`src/hw/rtl/ps2s1_pkg.sv`:
```
package ps2s1_pkg;

    // Map sizing
    localparam int KEY_SLOTS_DEF = 128;

    // Field widths
    localparam int BYTE_W = 8;
    localparam int KC_W   = 7;
    localparam int LED_W  = 3;
    localparam int DISC_W = 3;

    // Special bytes of scan code set 1
    localparam logic [BYTE_W-1:0] PREFIX_BYTE = 8'he0;
    localparam logic [BYTE_W-1:0] PAUSE_BYTE  = 8'he1;
    localparam logic [BYTE_W-1:0] PRTSC_MAKE  = 8'h2a;
    localparam logic [BYTE_W-1:0] PRTSC_BREAK = 8'hb7;
    localparam int                BREAK_BIT   = 7;

    // Extended table slots used by the multi-byte sequences
    localparam logic [KC_W-1:0] EXT_PRTSC_IDX = 7'h6e;
    localparam logic [KC_W-1:0] EXT_PAUSE_IDX = 7'h6f;

    // Bytes swallowed after the multi-byte sequences
    localparam logic [DISC_W-1:0] PAUSE_DISCARD = 3'd5;
    localparam logic [DISC_W-1:0] PRTSC_DISCARD = 3'd2;

    // Key codes with side effects
    localparam logic [KC_W-1:0] KC_CAPS   = 7'h30;
    localparam logic [KC_W-1:0] KC_LSHIFT = 7'h40;
    localparam logic [KC_W-1:0] KC_RSHIFT = 7'h4b;
    localparam logic [KC_W-1:0] KC_SCROLL = 7'h61;
    localparam logic [KC_W-1:0] KC_PAUSE  = 7'h62;

    // LED bit positions
    localparam int LED_SCROLL = 0;
    localparam int LED_CAPS   = 2;

    // Table lengths
    localparam int PLAIN_LEN = 89;
    localparam int EXT_LEN   = 112;

    localparam logic [KC_W-1:0] PLAIN_TAB [PLAIN_LEN] = '{
        7'h00, 7'h00,
        7'h11, 7'h12, 7'h13, 7'h14, 7'h15, 7'h16, 7'h17, 7'h18, 7'h19, 7'h1a, 7'h1b,
        7'h1c, 7'h1d,
        7'h20, 7'h21, 7'h22, 7'h23, 7'h24, 7'h25, 7'h26, 7'h27, 7'h28, 7'h29, 7'h2a,
        7'h2b, 7'h2c,
        7'h3c, 7'h50,
        7'h31, 7'h32, 7'h33, 7'h34, 7'h35, 7'h36, 7'h37, 7'h38, 7'h39, 7'h3a, 7'h3b,
        7'h10, 7'h40, 7'h2d,
        7'h41, 7'h42, 7'h43, 7'h44, 7'h45, 7'h46, 7'h47, 7'h48, 7'h49, 7'h4a, 7'h4b,
        7'h00, 7'h52, 7'h53, 7'h30,
        7'h01, 7'h02, 7'h03, 7'h04, 7'h05, 7'h06, 7'h07, 7'h08, 7'h09, 7'h0a,
        7'h00, 7'h61,
        7'h00, 7'h00, 7'h00, 7'h00, 7'h00, 7'h00, 7'h00, 7'h00, 7'h00, 7'h00, 7'h00,
        7'h00, 7'h00,
        7'h00, 7'h00, 7'h00,
        7'h0b, 7'h0c
    };

    // Extended table: sparse, so written as a case; slots past the end give 0
    function automatic logic [KC_W-1:0] ext_code(input logic [KC_W-1:0] idx);
        logic [KC_W-1:0] kc;
        kc = '0;
        case (idx)
            7'h1d:   kc = 7'h57;
            7'h38:   kc = 7'h54;
            7'h47:   kc = 7'h64;
            7'h48:   kc = 7'h70;
            7'h49:   kc = 7'h65;
            7'h4b:   kc = 7'h71;
            7'h4d:   kc = 7'h73;
            7'h4f:   kc = 7'h67;
            7'h50:   kc = 7'h72;
            7'h51:   kc = 7'h68;
            7'h52:   kc = 7'h63;
            7'h53:   kc = 7'h66;
            7'h5b:   kc = 7'h51;
            7'h5c:   kc = 7'h55;
            7'h5d:   kc = 7'h56;
            7'h6e:   kc = 7'h60;
            7'h6f:   kc = 7'h62;
            default: kc = '0;
        endcase
        return kc;
    endfunction

endpackage

```
`src/hw/rtl/ps2s1_keymap.sv`:
```
module ps2s1_keymap
(
    input  logic [ps2s1_pkg::KC_W-1:0] idx,
    input  logic                       ext,
    output logic [ps2s1_pkg::KC_W-1:0] key_code
);

    // Look up the plain or the extended table; out of range gives code 0
    always_comb
    begin
        if (ext)
        begin
            key_code = ps2s1_pkg::ext_code(idx);
        end
        else if (int'(idx) < ps2s1_pkg::PLAIN_LEN)
        begin
            key_code = ps2s1_pkg::PLAIN_TAB[idx];
        end
        else
        begin
            key_code = '0;
        end
    end

endmodule

```
`src/hw/rtl/ps2_set1_scancode_decoder_core.sv`:
```
// An accepted scan byte is held in the input register; decode and state update then
//   write its result into the result register; input refills while a result waits.
// Throughput: one byte per cycle while out_ready takes the results.
// The decode state and the pressed-key map update once per byte, in the decode cycle.
// Reset (rst_n low, asynchronous) clears the prefix flag, the discard count, both lock
//   toggles, the whole pressed-key map and both valid flags.
module ps2_set1_scancode_decoder_core
#(
    parameter int KEY_SLOTS = ps2s1_pkg::KEY_SLOTS_DEF
)
(
    input  logic                         clk,
    input  logic                         rst_n,
    input  logic                         in_valid,
    output logic                         in_ready,
    input  logic [ps2s1_pkg::BYTE_W-1:0] scan_byte,
    output logic                         out_valid,
    input  logic                         out_ready,
    output logic                         event_valid,
    output logic [ps2s1_pkg::KC_W-1:0]   key_code,
    output logic                         key_released,
    output logic                         shift_held,
    output logic                         caps_state,
    output logic                         scroll_state,
    output logic                         led_update,
    output logic [ps2s1_pkg::LED_W-1:0]  led_bits
);

    localparam int MAP_IDX_W = $clog2(KEY_SLOTS);

    // Input stage
    logic                         s1_valid_reg;
    logic [ps2s1_pkg::BYTE_W-1:0] s1_byte_reg;

    // Decode state
    logic                         prefix_reg;
    logic                         prefix_next;
    logic [ps2s1_pkg::DISC_W-1:0] discard_reg;
    logic [ps2s1_pkg::DISC_W-1:0] discard_next;
    logic                         caps_reg;
    logic                         caps_next;
    logic                         scroll_reg;
    logic                         scroll_next;
    logic [KEY_SLOTS-1:0]         map_reg;

    // Result register
    logic                         out_valid_reg;
    logic                         ev_reg;
    logic [ps2s1_pkg::KC_W-1:0]   kc_reg;
    logic                         rel_reg;
    logic                         shift_reg;
    logic                         led_reg;

    // Decode results
    logic                         ev_next;
    logic [ps2s1_pkg::KC_W-1:0]   kc_next;
    logic                         rel_next;
    logic                         led_next;
    logic                         shift_next;
    logic                         map_we;
    logic [ps2s1_pkg::KC_W-1:0]   map_kc;
    logic                         map_val;
    logic [MAP_IDX_W-1:0]         map_idx;
    logic [MAP_IDX_W-1:0]         lshift_idx;
    logic [MAP_IDX_W-1:0]         rshift_idx;
    logic                         lshift_now;
    logic                         rshift_now;

    logic [ps2s1_pkg::KC_W-1:0]   lut_kc;
    logic                         byte_rel;

    logic                         out_adv;
    logic                         s1_fire;

    // Handshake
    assign out_adv  = !out_valid_reg || out_ready;
    assign s1_fire  = s1_valid_reg && out_adv;
    assign in_ready = !s1_valid_reg || out_adv;

    // Table lookup on the low seven bits
    assign byte_rel = s1_byte_reg[ps2s1_pkg::BREAK_BIT];

    ps2s1_keymap u_keymap
    (
        .idx      (s1_byte_reg[ps2s1_pkg::KC_W-1:0]),
        .ext      (prefix_reg),
        .key_code (lut_kc)
    );

    // Decode one byte against the current state
    always_comb
    begin
        prefix_next  = prefix_reg;
        discard_next = discard_reg;
        caps_next    = caps_reg;
        scroll_next  = scroll_reg;
        ev_next      = 1'b0;
        kc_next      = '0;
        rel_next     = 1'b0;
        led_next     = 1'b0;
        map_we       = 1'b0;
        map_kc       = '0;
        map_val      = 1'b0;

        if (discard_reg != '0)
        begin
            discard_next = discard_reg - 1'b1;
        end
        else if (s1_byte_reg == ps2s1_pkg::PREFIX_BYTE)
        begin
            prefix_next = 1'b1;
        end
        else if (s1_byte_reg == ps2s1_pkg::PAUSE_BYTE)
        begin
            discard_next = ps2s1_pkg::PAUSE_DISCARD;
            prefix_next  = 1'b0;
            ev_next      = 1'b1;
            kc_next      = ps2s1_pkg::ext_code(ps2s1_pkg::EXT_PAUSE_IDX);
        end
        else if (prefix_reg && (s1_byte_reg == ps2s1_pkg::PRTSC_MAKE ||
                                s1_byte_reg == ps2s1_pkg::PRTSC_BREAK))
        begin
            rel_next     = (s1_byte_reg == ps2s1_pkg::PRTSC_BREAK);
            kc_next      = ps2s1_pkg::ext_code(ps2s1_pkg::EXT_PRTSC_IDX);
            map_we       = 1'b1;
            map_kc       = kc_next;
            map_val      = !rel_next;
            discard_next = ps2s1_pkg::PRTSC_DISCARD;
            prefix_next  = 1'b0;
            ev_next      = 1'b1;
        end
        else
        begin
            rel_next    = byte_rel;
            kc_next     = lut_kc;
            map_we      = (lut_kc != ps2s1_pkg::KC_PAUSE);
            map_kc      = lut_kc;
            map_val     = !byte_rel;
            prefix_next = 1'b0;
            ev_next     = 1'b1;
            if (lut_kc == ps2s1_pkg::KC_CAPS && !byte_rel)
            begin
                caps_next = !caps_reg;
                led_next  = 1'b1;
            end
            if (lut_kc == ps2s1_pkg::KC_SCROLL && !byte_rel)
            begin
                scroll_next = !scroll_reg;
                led_next    = 1'b1;
            end
        end
    end

    // Shift state after this byte's map write
    assign map_idx    = MAP_IDX_W'(map_kc);
    assign lshift_idx = MAP_IDX_W'(ps2s1_pkg::KC_LSHIFT);
    assign rshift_idx = MAP_IDX_W'(ps2s1_pkg::KC_RSHIFT);
    assign lshift_now = (map_we && map_idx == lshift_idx) ? map_val : map_reg[lshift_idx];
    assign rshift_now = (map_we && map_idx == rshift_idx) ? map_val : map_reg[rshift_idx];
    assign shift_next = lshift_now | rshift_now;

    // Hold the accepted byte until decode takes it
    always_ff @(posedge clk or negedge rst_n)
    begin
        if (!rst_n)
        begin
            s1_valid_reg <= 1'b0;
        end
        else if (in_ready)
        begin
            s1_valid_reg <= in_valid;
        end
    end

    always_ff @(posedge clk)
    begin
        if (in_ready && in_valid)
        begin
            s1_byte_reg <= scan_byte;
        end
    end

    // Advance decode state and the pressed-key map
    always_ff @(posedge clk or negedge rst_n)
    begin
        if (!rst_n)
        begin
            prefix_reg  <= 1'b0;
            discard_reg <= '0;
            caps_reg    <= 1'b0;
            scroll_reg  <= 1'b0;
            map_reg     <= '0;
        end
        else if (s1_fire)
        begin
            prefix_reg  <= prefix_next;
            discard_reg <= discard_next;
            caps_reg    <= caps_next;
            scroll_reg  <= scroll_next;
            if (map_we)
            begin
                map_reg[map_idx] <= map_val;
            end
        end
    end

    // Result register
    always_ff @(posedge clk or negedge rst_n)
    begin
        if (!rst_n)
        begin
            out_valid_reg <= 1'b0;
        end
        else if (out_adv)
        begin
            out_valid_reg <= s1_valid_reg;
        end
    end

    always_ff @(posedge clk)
    begin
        if (s1_fire)
        begin
            ev_reg    <= ev_next;
            kc_reg    <= kc_next;
            rel_reg   <= rel_next;
            shift_reg <= shift_next;
            led_reg   <= led_next;
        end
    end

    // Drive outputs; lock states come straight from the state registers
    assign out_valid    = out_valid_reg;
    assign event_valid  = ev_reg;
    assign key_code     = kc_reg;
    assign key_released = rel_reg;
    assign shift_held   = shift_reg;
    assign caps_state   = caps_reg;
    assign scroll_state = scroll_reg;
    assign led_update   = led_reg;

    always_comb
    begin
        led_bits                       = '0;
        led_bits[ps2s1_pkg::LED_SCROLL] = scroll_reg;
        led_bits[ps2s1_pkg::LED_CAPS]   = caps_reg;
    end

endmodule

```
`config.mk`:
```
export PLATFORM = sky130hd
export DESIGN_NAME = ps2_set1_scancode_decoder_core
export DESIGN_NICKNAME = d
export VERILOG_FILES = /design/src/hw/rtl/ps2s1_pkg.sv /design/src/hw/rtl/ps2s1_keymap.sv /design/src/hw/rtl/ps2_set1_scancode_decoder_core.sv
export SDC_FILE = /design/constraint.sdc
export NUM_CORES = 1
export LEC_CHECK = 0
export BUFFER_PORTS_ARGS = -buffer_cell sky130_fd_sc_hd__buf_2
export CELL_PAD_IN_SITES_DETAIL_PLACEMENT = 0
export CELL_PAD_IN_SITES_GLOBAL_PLACEMENT = 1
export CORE_UTILIZATION = 48
export CTS_CLUSTER_DIAMETER = 60
export CTS_CLUSTER_SIZE = 16
export DETAILED_ROUTE_END_ITERATION = 12
export GPL_ROUTABILITY_DRIVEN = 0
export HOLD_SLACK_MARGIN = 0.02
export PLACE_DENSITY_LB_ADDON = 0.1
export SYNTH_ARGS = -nofsm -noshare
export SYNTH_HDL_FRONTEND = slang
export SYNTH_HIERARCHICAL = 1
export SYNTH_SLANG_ARGS = --single-unit
```
`constraint.sdc`:
```
create_clock -name clk -period 4.6 [get_ports clk]
set_input_delay 0.69 -clock clk [delete_from_list [all_inputs] [get_ports clk]]
set_output_delay 0.69 -clock clk [all_outputs]
set_load 0.05 [all_outputs]
```
==> flow_summary_export.csv <==
group,metric,value,unit
timing,tightest_slew,988,ps
yosys,yosysWarnings,6,
floorplanning,chipHeight,74.4,um
timing,setup_slack,952,ps
routing,drt_iter0_markers,238,
floorplanning,die_width,74.4,um
layout,largest_register_ffs,8,
global_routing,grt_first_pass_wirelength,9680,um
placement,pre_cts_ws,987,ps
timing,finClkSkew,8.23,ps
setup_path,slowest_stage,"edfxtp_1",
routing,viasPerCell,6.20,
timing,grt_setup_unrepaired,"false",
setup_path,setup.worst_path.start_class,"flop",
yosys,syn-cell-area,2520,um^2
routing,drtPass1Iterations,5,
clocking,h-tree-depth,2,
global_routing,grt_overflow_total,0,
timing,final_max_slew_viol_count,0,
yosys,synth_nets,309,
timing,setup_tns,0,ps
power_and_ir_drop,leakagePower,0.00110,uW
timing,slew_headroom,0.333,
power_and_ir_drop,powerDensity,298,nW/um^2
yosys,synth-edff-count,19,
global_routing,grt_start_max_net_pins,29,
placement,port_buffers,28,
power_and_ir_drop,power,811,uW
setup_path,slowest_delay,640,ps
setup_path,crit_arrival,3810,ps
layout,area_delta_synth_final,7.95,%
clocking,cts_buffer_depth,2,
yosys,syn_inst,289,
clocking,hold_buffers,0,
yosys,ys_seq_area_frac,0.326,
routing,route.met2.wl,2520,um
yosys,netlist.area_leader.share,0.227,
clocking,path_clk_slew,60,ps
global_routing,grt_antenna_before_repair,0,
global_routing,grt_pass1_vias,1976,
floorplanning,pin_count,30,
yosys,yosys_register_bits,29,
layout,layout_common_cells,"buf_2 (28), nand2_1 (26), o21ai_0 (20), a21oi_1 (19), edfxtp_1 (19)",
timing,timing.final.crit_share,0.793,
timing,hold_viol,0,
floorplanning,row_count,25,
timing,final_period_minus_worst_setup_slack,3650,ps
outcome,status,"completed",
yosys,yosys_most_used_dff,"edfxtp_1",
routing,drc,0,
setup_path,path_cells,"inv_1 > ha_1 > mux2_4 > a2111oi_2 > nor3_1 > a31oi_1 > o41ai_2 > nor4_1 > and3_1 > and3_1 > mux2_4",
layout,antenna_cells,0,
setup_path,path_buf_inv,1,
placement,hpwl,4220,um
setup_path,path_max_fanout,12,
timing,setup_violations,0,
setup_path,cp_top_family,"simple AND/OR/NAND/NOR gates",
floorplanning,start_util,0.516,
floorplanning,core_region_area,4880,um^2
setup_path,worstSetupPathType,"flop to flop",
min_path,holdCritPathClass,"input pin to async pin",
layout,nets,326,
flow_run,cap_viol_max_count,0,
yosys,yosys-top-cells-area,"edfxtp_1 (23%), dfrtp_1 (9.9%), ha_1 (4.0%)",
clocking,clockRootBuffer,"clkbuf_8",
clocking,cts_resized,0,
yosys,synth_top_area_cell,"edfxtp_1",
layout,fill_cells,473,
layout,register_area,821,um^2
routing,num_vias,2320,
setup_path,crit_required,4760,ps
clocking,postCtsSetupRepairBufs,0,
clocking,clk_latency,280,ps
routing,wl_met1,2930,um
floorplanning,dieArea,5540,um^2
routing,routedWlPerCell,15.7,um
global_routing,grt_usage,0.230,
clocking,tritoncts,"built",
power_and_ir_drop,vdd_drop_max,0.220,mV
yosys,syn_area_per_cell,8.71,um^2
layout,layout_commonest_cell,"buf_2",
routing,dr.max_layer_used,"met4",
layout,multi_input_area,1500,um^2
yosys,ys_async_sr_fraction,0.345,
timing,fmax,274,MHz
clocking,cts_made_buffers,5,
routing,detail-route-antenna-nets,0,
clocking,cts.sinks,29,
routing,route.met3.wl,400,um
routing,routed_wl,5890,um
setup_path,end_kind,"flop",
layout,drive_above_1_share,0.176,
yosys,synth_cell_types,66,
## path summary, 6_finish.rpt
kind / depth (start not counted) / to / start / slack, ps
setup / recovery: 11 / map_reg[75]$_DFFE_PN0P_ / s1_byte_reg[0]$_DFFE_PP_ / 950
hold reg to reg: 1 / scroll_state$_DFFE_PN0P_ / scroll_state$_DFFE_PN0P_ / 500
setup reg to reg: 11 / map_reg[75]$_DFFE_PN0P_ / s1_byte_reg[0]$_DFFE_PP_ / 950
hold / removal: 1 / scroll_state$_DFFE_PN0P_ / rst_n / 260
max in group asynchronous: 1 / prefix_reg$_DFFE_PN0P_ / rst_n / 4130
min in group clk: 1 / scroll_state$_DFFE_PN0P_ / scroll_state$_DFFE_PN0P_ / 500
## where the power goes
part / switching (uW) / internal (uW)
clock: 91.9 / 104
combinational: 172 / 96.2
sequential: 32.4 / 314
total: 296 / 514
## metrics by stage
stage                     cell area, um^2   util  instances  hold WS [ps]
after floorplan                      2520      -        289           394
after global placement               2640  0.540        366           469
after detailed placement             2640  0.540        366           493
after CTS                            2720  0.557        374           266
after global routing                 2720  0.557        374           272
final                                2720  0.557        374           265
## cells in the mapped netlist (8+ instances only)
master	count
nand2_1	26
o21ai_0	20
a21oi_1	19
edfxtp_1	19
nor2_1	14
nor3_1	12
nor2b_1	11
and3_1	10
buf_2	10
dfrtp_1	10
inv_1	10
nand2b_1	9
a31oi_1	8
ha_1	8
## area by class of cell
class / count / share of cell area
timing repair buffer: 35 / 0.0709
clock inverter: 2 / 0.00368
inverter: 10 / 0.0138
clock buffer: 6 / 0.0267
multi-input combinational: 225 / 0.552
sequential: 29 / 0.302
tap: 67 / 0.0308
## kinds of logic (layout without fill, tap and decap cells)
group                      after synthesis  after routing  share of synthesized area
and+or+nand+nor                        110            110                      0.242
AOI/OAI and AO/OA                       96             96                      0.265
buffers and inverters                   35             53                     0.0780
DFF                                     29             29                      0.326
adders and majority gates                8              8                     0.0398
muxes                                    7              7                     0.0373
xor gates and xnor gates                 3              3                     0.0104
other                                    1              1                    0.00149
## per-layer routing
metal	global-route usage	vias to the layer above
met5	0	-
met4	0.0503	0
met3	0.0488	6
met2	0.334	107
met1	0.347	1084
li1	-	1123
Power figures use the tool's default switching activity.
